$ cat config.mk
export PLATFORM = sky130hd
export DESIGN_NAME = cpu_instruction_prefetch_queue_core
export DESIGN_NICKNAME = d
export VERILOG_FILES = /design/src/hw/rtl/ipq_pkg.sv /design/src/hw/rtl/ipq_ram.sv /design/src/hw/rtl/ipq_ctrl.sv /design/src/hw/rtl/ipq_dp.sv /design/src/hw/rtl/cpu_instruction_prefetch_queue_core.sv
export SDC_FILE = /design/constraint.sdc
export NUM_CORES = 1
export LEC_CHECK = 0
export BUFFER_PORTS_ARGS = -buffer_cell sky130_fd_sc_hd__buf_4
export CAP_MARGIN = 15
export CELL_PAD_IN_SITES_DETAIL_PLACEMENT = 1
export CELL_PAD_IN_SITES_GLOBAL_PLACEMENT = 2
export CORE_UTILIZATION = 42
export CTS_CLUSTER_SIZE = 12
export DETAILED_ROUTE_END_ITERATION = 6
export GPL_TIMING_DRIVEN = 0
export PLACE_DENSITY = 0.83
export SLEW_MARGIN = 20
export SYNTH_ARGS = -nofsm -noshare
export SYNTH_HDL_FRONTEND = slang
export SYNTH_SLANG_ARGS = --single-unit
$ cat constraint.sdc
create_clock -name clk_i -period 4.38 [get_ports clk_i]
set_input_delay 0.876 -clock clk_i [delete_from_list [all_inputs] [get_ports clk_i]]
set_output_delay 0.876 -clock clk_i [all_outputs]
set_load 0.005 [all_outputs]
$ cat src/hw/rtl/ipq_pkg.sv
// Shared types and constants of the instruction prefetch queue.
`default_nettype none

package ipq_pkg;

  // Item kinds carried in the input tuser
  typedef enum logic [1:0] {
    MODE_TICK  = 2'd0,
    MODE_READ  = 2'd1,
    MODE_FLUSH = 2'd2,
    MODE_REP   = 2'd3
  } mode_e;

  localparam int unsigned ByteW   = 8;
  localparam int unsigned SegW    = 16;
  localparam int unsigned OffW    = 16;
  localparam int unsigned AddrW   = 20;
  localparam int unsigned WaitW   = 8;
  localparam int unsigned WsW     = 4;
  localparam int unsigned OutCntW = 5;

  localparam int unsigned InDataW  = 64;
  localparam int unsigned OutDataW = 40;

  // Commands from the controller to the datapath
  typedef struct packed {
    logic latch;     // capture the accepted word
    logic tick;      // advance the wait counter
    logic push1;     // store the first fetched byte
    logic push2;     // store the second fetched byte
    logic pop;       // read the head byte
    logic flush;     // load new address and empty the queue
    logic rep;       // push the opcode back at the head
    logic load_out;  // load the result register
  } cmd_t;

  // Status from the datapath to the controller
  typedef struct packed {
    mode_e mode;
    logic  tick_fetch;
    logic  second_ok;
    logic  can_pop;
    logic  out_free;
  } sts_t;

endpackage

`default_nettype wire

$ cat src/hw/rtl/ipq_ram.sv
// Generic single-write, single-read RAM with registered read data.
`default_nettype none

module ipq_ram #(
  parameter int unsigned Width = 8,
  parameter int unsigned Depth = 16
) (
  input  wire logic                     clk_i,
  input  wire logic                     we_i,
  input  wire logic [$clog2(Depth)-1:0] waddr_i,
  input  wire logic [Width-1:0]         wdata_i,
  input  wire logic                     re_i,
  input  wire logic [$clog2(Depth)-1:0] raddr_i,
  output logic      [Width-1:0]         rdata_o
);

  logic [Width-1:0] mem_q [Depth];
  logic [Width-1:0] rdata_q;

  // Write and registered read
  always_ff @(posedge clk_i) begin
    if (we_i) begin
      mem_q[waddr_i] <= wdata_i;
    end
    if (re_i) begin
      rdata_q <= mem_q[raddr_i];
    end
  end

  assign rdata_o = rdata_q;

endmodule

`default_nettype wire

$ cat src/hw/rtl/ipq_ctrl.sv
// Controller state machine that sequences one word through the queue datapath.
`default_nettype none

module ipq_ctrl (
  input  wire logic          clk_i,
  input  wire logic          rst_ni,
  input  wire logic          in_valid_i,
  output logic               in_ready_o,
  input  wire ipq_pkg::sts_t sts_i,
  output ipq_pkg::cmd_t      cmd_o
);

  import ipq_pkg::*;

  typedef enum logic [1:0] {
    ST_IDLE,
    ST_EXEC,
    ST_SECOND,
    ST_DONE
  } state_e;

  state_e state_q, state_d;
  cmd_t   cmd;

  // Decode commands and next state
  always_comb begin
    cmd     = '0;
    state_d = state_q;
    unique case (state_q)
      ST_IDLE: begin
        if (in_valid_i) begin
          cmd.latch = 1'b1;
          state_d   = ST_EXEC;
        end
      end
      ST_EXEC: begin
        state_d = ST_DONE;
        unique case (sts_i.mode)
          MODE_TICK: begin
            cmd.tick  = 1'b1;
            cmd.push1 = sts_i.tick_fetch;
            if (sts_i.tick_fetch) begin
              state_d = ST_SECOND;
            end
          end
          MODE_READ:  cmd.pop   = sts_i.can_pop;
          MODE_FLUSH: cmd.flush = 1'b1;
          MODE_REP:   cmd.rep   = 1'b1;
          default:    cmd       = '0;
        endcase
      end
      ST_SECOND: begin
        cmd.push2 = sts_i.second_ok;
        state_d   = ST_DONE;
      end
      ST_DONE: begin
        cmd.load_out = sts_i.out_free;
        if (sts_i.out_free) begin
          state_d = ST_IDLE;
        end
      end
      default: state_d = ST_IDLE;
    endcase
  end

  // Hold state
  always_ff @(posedge clk_i or negedge rst_ni) begin
    if (!rst_ni) begin
      state_q <= ST_IDLE;
    end else begin
      state_q <= state_d;
    end
  end

  assign in_ready_o = (state_q == ST_IDLE);
  assign cmd_o      = cmd;

endmodule

`default_nettype wire

$ cat src/hw/rtl/ipq_dp.sv
// Queue datapath: word capture, indices, counters, fetch address, byte store, result register.
`default_nettype none

module ipq_dp #(
  parameter int unsigned QUEUE_DEPTH = 16
) (
  input  wire logic                           clk_i,
  input  wire logic                           rst_ni,
  input  wire ipq_pkg::cmd_t                  cmd_i,
  output ipq_pkg::sts_t                       sts_o,
  input  wire ipq_pkg::mode_e                 mode_i,
  input  wire logic [ipq_pkg::WsW-1:0]        wait_states_i,
  input  wire logic                           word_bus_i,
  input  wire logic [ipq_pkg::ByteW-1:0]      mem_first_byte_i,
  input  wire logic [ipq_pkg::ByteW-1:0]      mem_second_byte_i,
  input  wire logic [ipq_pkg::SegW-1:0]       new_segment_i,
  input  wire logic [ipq_pkg::OffW-1:0]       new_offset_i,
  input  wire logic [ipq_pkg::ByteW-1:0]      rep_opcode_i,
  input  wire logic                           out_ready_i,
  output logic                                out_valid_o,
  output logic      [ipq_pkg::AddrW-1:0]      fetch_address_o,
  output logic                                read_valid_o,
  output logic      [ipq_pkg::ByteW-1:0]      read_byte_o,
  output logic      [ipq_pkg::OutCntW-1:0]    queue_count_o
);

  import ipq_pkg::*;

  localparam int unsigned IdxW = $clog2(QUEUE_DEPTH);
  localparam int unsigned CntW = $clog2(QUEUE_DEPTH + 1);

  // Captured word
  mode_e            mode_q;
  logic [WsW-1:0]   ws_q;
  logic             wb_q;
  logic [ByteW-1:0] b0_q, b1_q, op_q;
  logic [SegW-1:0]  seg_in_q;
  logic [OffW-1:0]  off_in_q;

  // Queue state
  logic [IdxW-1:0]  head_q, tail_q;
  logic [CntW-1:0]  count_q;
  logic [WaitW-1:0] wait_q;
  logic [SegW-1:0]  fseg_q;
  logic [OffW-1:0]  foff_q;
  logic             pop_q;

  // Result register
  logic               out_valid_q;
  logic [AddrW-1:0]   out_addr_q;
  logic               out_rv_q;
  logic [ByteW-1:0]   out_byte_q;
  logic [OutCntW-1:0] out_cnt_q;

  logic [IdxW-1:0]      head_next, head_prev, tail_next, tail_prev;
  logic [WaitW-1:0]     wait_inc;
  logic                 full;
  logic [AddrW-1:0]     cur_addr;
  logic [CntW+OutCntW-1:0] cnt_ext;
  logic                 ram_we;
  logic [IdxW-1:0]      ram_waddr;
  logic [ByteW-1:0]     ram_wdata;
  logic [ByteW-1:0]     ram_rdata;

  // Wrap indices at the queue depth
  assign head_next = (head_q == IdxW'(QUEUE_DEPTH - 1)) ? '0 : head_q + IdxW'(1);
  assign head_prev = (head_q == '0) ? IdxW'(QUEUE_DEPTH - 1) : head_q - IdxW'(1);
  assign tail_next = (tail_q == IdxW'(QUEUE_DEPTH - 1)) ? '0 : tail_q + IdxW'(1);
  assign tail_prev = (tail_q == '0) ? IdxW'(QUEUE_DEPTH - 1) : tail_q - IdxW'(1);

  // Saturate the wait counter
  assign wait_inc = (wait_q == '1) ? wait_q : wait_q + WaitW'(1);
  assign full     = (count_q >= CntW'(QUEUE_DEPTH));
  assign cur_addr = {fseg_q, 4'b0000} + {4'b0000, foff_q};
  assign cnt_ext  = {{OutCntW{1'b0}}, count_q};

  assign sts_o.mode       = mode_q;
  assign sts_o.tick_fetch = !full && (wait_inc >= {{(WaitW-WsW){1'b0}}, ws_q});
  assign sts_o.second_ok  = !full && wb_q && foff_q[0];
  assign sts_o.can_pop    = (count_q >= CntW'(2));
  assign sts_o.out_free   = !out_valid_q || out_ready_i;

  // Byte store write port: fetched bytes at the tail, pushed-back opcode before the head
  assign ram_we    = cmd_i.push1 || cmd_i.push2 || cmd_i.rep;
  assign ram_waddr = cmd_i.rep ? head_prev : tail_q;
  assign ram_wdata = cmd_i.rep ? op_q : (cmd_i.push2 ? b1_q : b0_q);

  ipq_ram #(
    .Width(ByteW),
    .Depth(QUEUE_DEPTH)
  ) u_ram (
    .clk_i  (clk_i),
    .we_i   (ram_we),
    .waddr_i(ram_waddr),
    .wdata_i(ram_wdata),
    .re_i   (cmd_i.pop),
    .raddr_i(head_q),
    .rdata_o(ram_rdata)
  );

  // Capture the accepted word
  always_ff @(posedge clk_i) begin
    if (cmd_i.latch) begin
      mode_q   <= mode_i;
      ws_q     <= wait_states_i;
      wb_q     <= word_bus_i;
      b0_q     <= mem_first_byte_i;
      b1_q     <= mem_second_byte_i;
      seg_in_q <= new_segment_i;
      off_in_q <= new_offset_i;
      op_q     <= rep_opcode_i;
    end
  end

  // Update queue state
  always_ff @(posedge clk_i or negedge rst_ni) begin
    if (!rst_ni) begin
      head_q  <= '0;
      tail_q  <= '0;
      count_q <= '0;
      wait_q  <= '0;
      fseg_q  <= '0;
      foff_q  <= '0;
      pop_q   <= 1'b0;
    end else begin
      if (cmd_i.latch) begin
        pop_q <= 1'b0;
      end
      if (cmd_i.tick) begin
        wait_q <= cmd_i.push1 ? '0 : wait_inc;
      end
      if (cmd_i.push1 || cmd_i.push2) begin
        tail_q  <= tail_next;
        foff_q  <= foff_q + OffW'(1);
        count_q <= count_q + CntW'(1);
      end else if (cmd_i.pop) begin
        head_q  <= head_next;
        count_q <= count_q - CntW'(1);
        pop_q   <= 1'b1;
      end else if (cmd_i.flush) begin
        fseg_q  <= seg_in_q;
        foff_q  <= off_in_q;
        count_q <= '0;
        head_q  <= '0;
        tail_q  <= '0;
        wait_q  <= '0;
      end else if (cmd_i.rep) begin
        head_q <= head_prev;
        // Drop the newest byte when full so it is fetched again
        if (full) begin
          tail_q <= tail_prev;
          foff_q <= foff_q - OffW'(1);
        end else begin
          count_q <= count_q + CntW'(1);
        end
      end
    end
  end

  // Result valid flag
  always_ff @(posedge clk_i or negedge rst_ni) begin
    if (!rst_ni) begin
      out_valid_q <= 1'b0;
    end else if (cmd_i.load_out) begin
      out_valid_q <= 1'b1;
    end else if (out_ready_i) begin
      out_valid_q <= 1'b0;
    end
  end

  // Result payload
  always_ff @(posedge clk_i) begin
    if (cmd_i.load_out) begin
      out_addr_q <= cur_addr;
      out_rv_q   <= pop_q;
      out_byte_q <= pop_q ? ram_rdata : '0;
      out_cnt_q  <= cnt_ext[OutCntW-1:0];
    end
  end

  assign out_valid_o     = out_valid_q;
  assign fetch_address_o = out_addr_q;
  assign read_valid_o    = out_rv_q;
  assign read_byte_o     = out_byte_q;
  assign queue_count_o   = out_cnt_q;

endmodule

`default_nettype wire

$ cat src/hw/rtl/cpu_instruction_prefetch_queue_core.sv
// Instruction prefetch queue top level: stream ports, controller and datapath.
// Each word passes the execute state, the second-fetch state for a tick that fetches, and the done
// state, which loads the result register once it is free; only then is a new word accepted. The byte
// store has a single write port (two fetched bytes are written in turn) and a registered read.
// Reset clears indices, counters and the fetch address; stored bytes are left as they are.
`default_nettype none

module cpu_instruction_prefetch_queue_core #(
  parameter int unsigned QUEUE_DEPTH = 16
) (
  input  wire logic        clk_i,
  input  wire logic        rst_ni,
  input  wire logic        s_axis_tvalid,
  output logic             s_axis_tready,
  // [3:0] wait_states, [4] word_bus, [12:5] mem_first_byte, [20:13] mem_second_byte,
  // [36:21] new_segment, [52:37] new_offset, [60:53] rep_opcode, [63:61] zero
  input  wire logic [63:0] s_axis_tdata,
  // [1:0] mode
  input  wire logic [1:0]  s_axis_tuser,
  output logic             m_axis_tvalid,
  input  wire logic        m_axis_tready,
  // [19:0] fetch_address, [27:20] read_byte, [32:28] queue_count, [39:33] zero
  output logic [39:0]      m_axis_tdata,
  // [0] read_valid
  output logic             m_axis_tuser
);

  import ipq_pkg::*;

  cmd_t cmd;
  sts_t sts;

  logic [AddrW-1:0]   fetch_address;
  logic [ByteW-1:0]   read_byte;
  logic [OutCntW-1:0] queue_count;

  ipq_ctrl u_ctrl (
    .clk_i     (clk_i),
    .rst_ni    (rst_ni),
    .in_valid_i(s_axis_tvalid),
    .in_ready_o(s_axis_tready),
    .sts_i     (sts),
    .cmd_o     (cmd)
  );

  ipq_dp #(
    .QUEUE_DEPTH(QUEUE_DEPTH)
  ) u_dp (
    .clk_i            (clk_i),
    .rst_ni           (rst_ni),
    .cmd_i            (cmd),
    .sts_o            (sts),
    .mode_i           (mode_e'(s_axis_tuser)),
    .wait_states_i    (s_axis_tdata[3:0]),
    .word_bus_i       (s_axis_tdata[4]),
    .mem_first_byte_i (s_axis_tdata[12:5]),
    .mem_second_byte_i(s_axis_tdata[20:13]),
    .new_segment_i    (s_axis_tdata[36:21]),
    .new_offset_i     (s_axis_tdata[52:37]),
    .rep_opcode_i     (s_axis_tdata[60:53]),
    .out_ready_i      (m_axis_tready),
    .out_valid_o      (m_axis_tvalid),
    .fetch_address_o  (fetch_address),
    .read_valid_o     (m_axis_tuser),
    .read_byte_o      (read_byte),
    .queue_count_o    (queue_count)
  );

  // Pack the result word
  assign m_axis_tdata = {7'b0000000, queue_count, read_byte, fetch_address};

  // One word in flight: no new word straight after an accept
  a_one_in_flight: assert property (@(posedge clk_i) disable iff (!rst_ni)
    (s_axis_tvalid && s_axis_tready) |=> !s_axis_tready)
    else $error("word accepted while another is in flight");

  // A second fetched byte only follows a first one
  a_push2_after_push1: assert property (@(posedge clk_i) disable iff (!rst_ni)
    cmd.push2 |-> $past(cmd.push1))
    else $error("second fetch without a first fetch");

  // A result appears only after the controller loads it
  a_out_from_load: assert property (@(posedge clk_i) disable iff (!rst_ni)
    $rose(m_axis_tvalid) |-> $past(cmd.load_out))
    else $error("result valid without a load");

endmodule

`default_nettype wire
== Word level (Yosys, flattened, before mapping) ==
Memories as Yosys holds them, arrays and structs flattened. A register that Yosys moved wholly into a read port is not among the register bits.
Cells that the tools add are included.

* Memories kept: 1
* Register bits after elaboration: 154
* RAM bits: 128

{| class="wikitable"
|+ Memories
! name !! words !! width !! rd ports !! clocked after memory_dff !! wr ports !! line !! text
|-
| u_dp.u_ram.mem_q || 16 || 8 || 1 || 1 || 1 || ipq_ram.sv:17 || <nowiki>logic [Width-1:0] mem_q [Depth];</nowiki>
|}

* Muxes and demuxes: 53
* Bitwise operators: 2
* Reduce and logical (&&, ||, !) cells: 22
* $add $sub $neg: 10
* Eq/ne operators: 13
* $lt $le $gt $ge: 3

{| class="wikitable"
|+ Operators by type and width
! operator !! number
|-
| $mux 16 || 5
|-
| $mux 8 || 8
|-
| $mux 4 || 13
|-
| $mux 5 || 5
|-
| $add 20x16->20 || 1
|-
| $add 16x1->16 const B || 1
|-
| $sub 16x1->16 const B || 1
|-
| $mux 1 || 15
|-
| $mux 2 || 5
|-
| $reduce_bool 3->1 || 3
|-
| $add 4x1->4 const B || 2
|-
| $add 8x1->8 const B || 1
|-
| $eq 2x2->1 const B || 4
|-
| $eq 4x4->1 const B || 2
|-
| $eq 8x8->1 const B || 1
|-
| $ge 8x4->1 || 1
|-
| $logic_not 4->1 || 2
|-
| $pmux 2 s4 || 1
|-
| $sub 4x1->4 const B || 2
|-
| $reduce_and 2->1 || 3
|-
| $reduce_and 3->1 || 2
|-
| $add 5x1->5 const B || 1
|-
| $ge 5x2->1 const B || 1
|-
| $ge 5x5->1 const B || 1
|-
| 13 further kinds || 22
|}

== Logic depth before layout (Yosys ltp) ==
* Depth after elaboration: 11
* Gate-level depth with buffers: 13
* Gate-level depth less buffers: 11

== Hierarchy ==
From an unflattened synthesis, not the netlist that was laid out.

* Cell total of the unflattened synthesis: 941
* Area, all modules: 13,187.6 sq um

{| class="wikitable"
|+ By module, submodules not included
! module !! cells each !! area an instance (sq um) !! instances
|-
| ipq_dp || 679 || 7,669.9 || 1
|-
| ipq_ram || 229 || 5,227.5 || 1
|-
| ipq_ctrl || 25 || 234.0 || 1
|-
| cpu_instruction_prefetch_queue_core || 8 || 56.3 || 1
|}

== Worst setup path before layout ==
Ideal clock, no wire load.

* Kind: register to register
* Start point: register u_dp.wait_q[0]
* End point: memory u_dp.u_ram.mem_q[6][0] (enable)
* Arrival time: 2.971 ns
* Stages on the path, launching flop included: 11
* Buffers on the path: 0
* Setup slack: 1.026 ns
* Cells stage by stage: dfrtp_1 ha_1 nand3_1 mux2_2 ha_1 o21ai_0 a21oi_1 o31ai_4 nand2_2 a31oi_2 nor3_1

* Longest elaborated chain between the ends: 10

{| class="wikitable"
|+ Ends and longest elaborated chain
! what !! line !! text
|-
| from (decl) || ipq_dp.sv:43 || <nowiki>logic [WaitW-1:0] wait_q;</nowiki>
|-
| from (signal assigned) || ipq_dp.sv:130 || <nowiki>wait_q <= cmd_i.push1 ? '0 : wait_inc;</nowiki>
|-
| $add 8x1->8 or $eq 8x8->1 (tied branches) || ipq_dp.sv:72 || <nowiki>assign wait_inc = (wait_q == '1) ? wait_q : wait_q + WaitW'(1);</nowiki>
|-
| $mux 8 (*) || ipq_dp.sv:72 ||
|-
| $ge 8x4->1 (*) || ipq_dp.sv:78 || <nowiki>assign sts_o.tick_fetch = !full && (wait_inc >= {{(WaitW-WsW){1'b0}}, ws_q});</nowiki>
|-
| $logic_and 1x1->1 (*) || ipq_dp.sv:78 ||
|-
| $mux 2 (*) || ipq_ctrl.sv:38 || <nowiki>unique case (sts_i.mode)</nowiki>
|-
| $mux 2 (*) || ipq_ctrl.sv:29 || <nowiki>unique case (state_q)</nowiki>
|-
| $logic_or 1x1->1 (*) (2 in a row) || ipq_dp.sv:84 || <nowiki>assign ram_we = cmd_i.push1 || cmd_i.push2 || cmd_i.rep;</nowiki>
|-
| $mux 1 (*) || ipq_ram.sv:22 || <nowiki>if (we_i) begin</nowiki>
|-
| $mux 1 (implied by the code) (*) || ipq_ram.sv:23 || <nowiki>mem_q[waddr_i] <= wdata_i;</nowiki>
|-
| to (decl) || ipq_ram.sv:17 ||
|}

Every way passes the cells marked *; elsewhere a longest branch is shown, timed or not.

== Worst setup path in the final report ==
* Start point: register u_dp.wait_q[0]
* End point: memory u_dp.u_ram.mem_q[9][5] (enable)

Same word-level chain as after synthesis.

==> metrics.md <==
| Metric | Value |
|---|---|
| Family with the most delay on the worst path | `simple AND/OR/NAND/NOR gates` |
| Filler cells | `3178` |
| Finished Core Util | `50.9%` |
| Slowest CP cell | `nor2_1` |
| Fin area | `15600 um^2` |
| Mapped Area | `13100 um^2` |
| CP max FO | `8` |
| Post-synth EDFFs | `233` |
| Clock root buffer master | `clkbuf_16` |
| DP Cell Count | `~1500` |
| Post-CTS sizing | `0` |
| Final #Nets | `1253` |
| Cts hold-fix bufs | `0` |
| Max_cap viols | `0` |
| Max incr delay on CP | `830 ps` |
| I/O Buffers | `102` |
| Pwr Density | `683 nW/um^2` |
| Die height | `178 um` |
| Die Area | `31800 um^2` |
| Post-synthesis sequential area ratio | `64.5%` |
| GRT Util Overall | `21.5%` |
| Latest clock arrival within the worst-skew pair | `530 ps` |
| Clk slew on worst S/H paths | `60 ps` |
| Most common cell in the synthesized netlist | `edfxtp_1` |
| FP Rows | `64` |
| Max_slew headroom | `33.9%` |
| Seq cells post-synth | `290` |
| Worst-margin pin slew | `between 900 and 1000 ps` |
| Area growth, synth to finish | `19.3%` |
| Drt total wl | `roughly 33000 um` |
| Final ANT Viol Nets | `0` |
| Antenna violations before repair | `0` |
| Final Hold Fails | `0` |
| Fin crit period | `roughly 4000 ps` |
| Initial Util | `42.7%` |
| Post-CTS setup buffers | `0` |
| Crit Path Class | `flop to flop` |
| Fin. max-slew vios | `0` |
| Via density | `roughly 5.6` |
| Core ar. | `30600 um^2` |
| Element type at the critical path end | `flop` |
| Sinks on Clock Net | `290` |
| GP Congestion | `a little over 0.8` |
| Register Area | `8420 um^2` |
| Wire per inst | `21.3 um` |
| Commonest cells post-synth | `edfxtp_1, nand2_1, nor2_1, dfrtp_1, a21oi_1` |
| WL met1 | `15300 um` |
| Critical path depth | `10` |
| Outcome | `completed` |
| FMAX | `~250 MHz` |
| Yosys top cell by area | `edfxtp_1` |
| DR pass1 iterations | `5` |
| Post-DP Area | `14500 um^2` |
| Clock Skews | `22.4 ps` |
| Post-synth top area share | `around 54%` |
| IO Count | `113` |
| LEAKAGE | `5.90 nW` |
| Uppermost layer routed | `met4` |
| Data required time at the worst endpoint | `4520 ps` |
| CTS tree | `done` |
| RSZ-0062 raised after global routing | `no` |
| DRC viols | `0` |
| Share of layout cells above drive strength 1 | `18.8%` |
| Area contributors post-synth | `edfxtp_1, dfrtp_1, nand2_1` |
| Met2 wire len | `16000 um` |
| Vias in the first global route | `9194` |
| Gate count after technology mapping | `1004` |
| Pwr Total | `between 10 and 15 mW` |
| Clock buffer depth | `3` |
| CTS Buf Count | `34` |
| Critical Path Start Type | `flop` |
| WP buf/inv | `0` |
| Worst hold stages | `0` |
| Area of the multi-input gates | `4370 um^2` |
| Die W | `between 150 and 200 um` |
| Hpwl dp | `about 23000 um` |
| Worst Reg-to-Reg Cells | `10` |
| First-pass GRT wire length | `51800 um` |
| Cell Chain, Critical Path | `ha_1 > nand3_1 > mux2_2 > ha_1 > o21ai_0 > a21oi_1 > o31ai_4 > nand2_2 > a31oi_2 > nor2_1` |
| Met3 routed WL | `1660 um` |
| Finish-stage setup viols | `0` |
| Antenna cells | `0` |
| Yosys warning count | `0` |
| H-tree levels | `2` |
| CP most frequent cell | `ha_1` |
| Grt ovf | `0` |
| Async set-reset flop share out of synthesis | `19.7%` |
| Syn Area/Cell | `13.0 um^2` |
| Initial DRC Count | `approximately 550` |
| Hold Path Class | `flop to flop` |
| Maximum VDD drop | `0.000340 V` |
| Final Cycle Share | `91.4%` |
| Post-synthesis cell type count | `77` |
| CP arrival | `4140 ps` |
| Ys flop type | `edfxtp_1` |
| Layout Cells excl Fill | `1569` |
| Largest net degree at the start of global routing | `58` |
| Total number of vias | `just under 9000` |
## metrics by stage
step	hold WS [ps]	TNS, ps	setup slack, ps
finish	430	0	377
global route	454	0	162
CTS	434	0	383
detailed placement	432	0	371
global placement	424	-1460	-92.6
floorplan	415	0	1030
## placed cells by master, fill, tap and decap left out, types with 5 or more instances in the layout
cell type    n
a22oi_1      9
mux4_2      16
or3_1        6
o22ai_1      7
a31oi_1      9
buf_2        6
a21oi_1     50
dfrtp_1     57
a211oi_1     9
o21ai_0     38
ha_1        30
a221oi_1    15
nor2_1      73
nand4_1      9
nand2_1    107
nand3_1     20
o21a_1       6
buf_4      112
and3_1      18
a31oi_2     10
o21ai_1     11
inv_1       31
and2_1      15
clkinv_1     7
clkbuf_16   34
o211a_1      5
nor4_1       7
edfxtp_1   233
nor3_1      18
conb_1       7
xnor2_1     21
nand2b_1     7
o31ai_1      6
mux2i_1     35
clkbuf_1    40
## layer usage
metal  vias to the layer above  track usage (%)
li1                       4078                -
met1                      4432             30.3
met2                       246             35.4
met3                        47             2.66
met4                         0             5.23
met5                         -                0
## sequential cells by signal (all words and copies together) (netlist names), 8 cells and up
signal and count:
u_dp.b1_q 8, u_dp.fetch_address_o 20, u_dp.foff_q 16, u_dp.fseg_q 16, u_dp.b0_q 8, u_dp.op_q 8, u_dp.off_in_q 16, u_dp.read_byte_o 8
u_dp.u_ram.rdata_o 8, u_dp.u_ram.mem_q 128, u_dp.seg_in_q 16, u_dp.wait_q 8
## worst register-to-register path: stages (launching register included)
cell     delay (ps)
dfrtp_1         430
ha_1            360
nand3_1         280
mux2_2          370
ha_1            270
o21ai_0          70
a21oi_1         370
o31ai_4         180
nand2_2         220
a31oi_2         240
nor2_1          830
## worst paths after layout
kind / startpoint / slack (ps) / to
setup reg to reg: u_dp.wait_q[0] / 380 / u_dp.u_ram.mem_q[9][5]
hold / removal: u_dp.count_q[2] / 430 / u_dp.queue_count_o[2]
min in group asynchronous: rst_ni / 460 / u_dp.foff_q[3]
setup / recovery: u_dp.wait_q[0] / 380 / u_dp.u_ram.mem_q[9][5]
max in group asynchronous: rst_ni / 3360 / u_dp.wait_q[4]
hold reg to reg: u_dp.count_q[2] / 430 / u_dp.queue_count_o[2]
## area by class of cell
cell class | instances | area share, %
plain buffers | 54 | 1.65
clock buffers | 41 | 5.63
clock inverters | 16 | 1.42
inverters | 31 | 0.747
multi-input cells | 635 | 28.0
flip-flops and latches | 290 | 54.1
well taps | 396 | 3.18
repair buffers | 106 | 5.27
## cell families (layout without fill, tap and decap cells)
group           Yosys count  after routing  share of synthesized area, %
simple gates            302            302                          11.0
flops                   290            290                          64.5
compound gates          215            215                          11.1
buf+inv                  85            248                          2.85
mux                      55             55                          5.79
fa+ha+maj                31             31                          3.03
xor+xnor                 25             25                          1.68
other cells               1              7                        0.0287
## power breakdown
part           switching [mW]  internal [mW]  total (mW)
combinational            2.25           1.42        3.67
sequential              0.377           3.80        4.18
clock                    1.13           1.67        2.80
(Power assumes the default switching activity.)
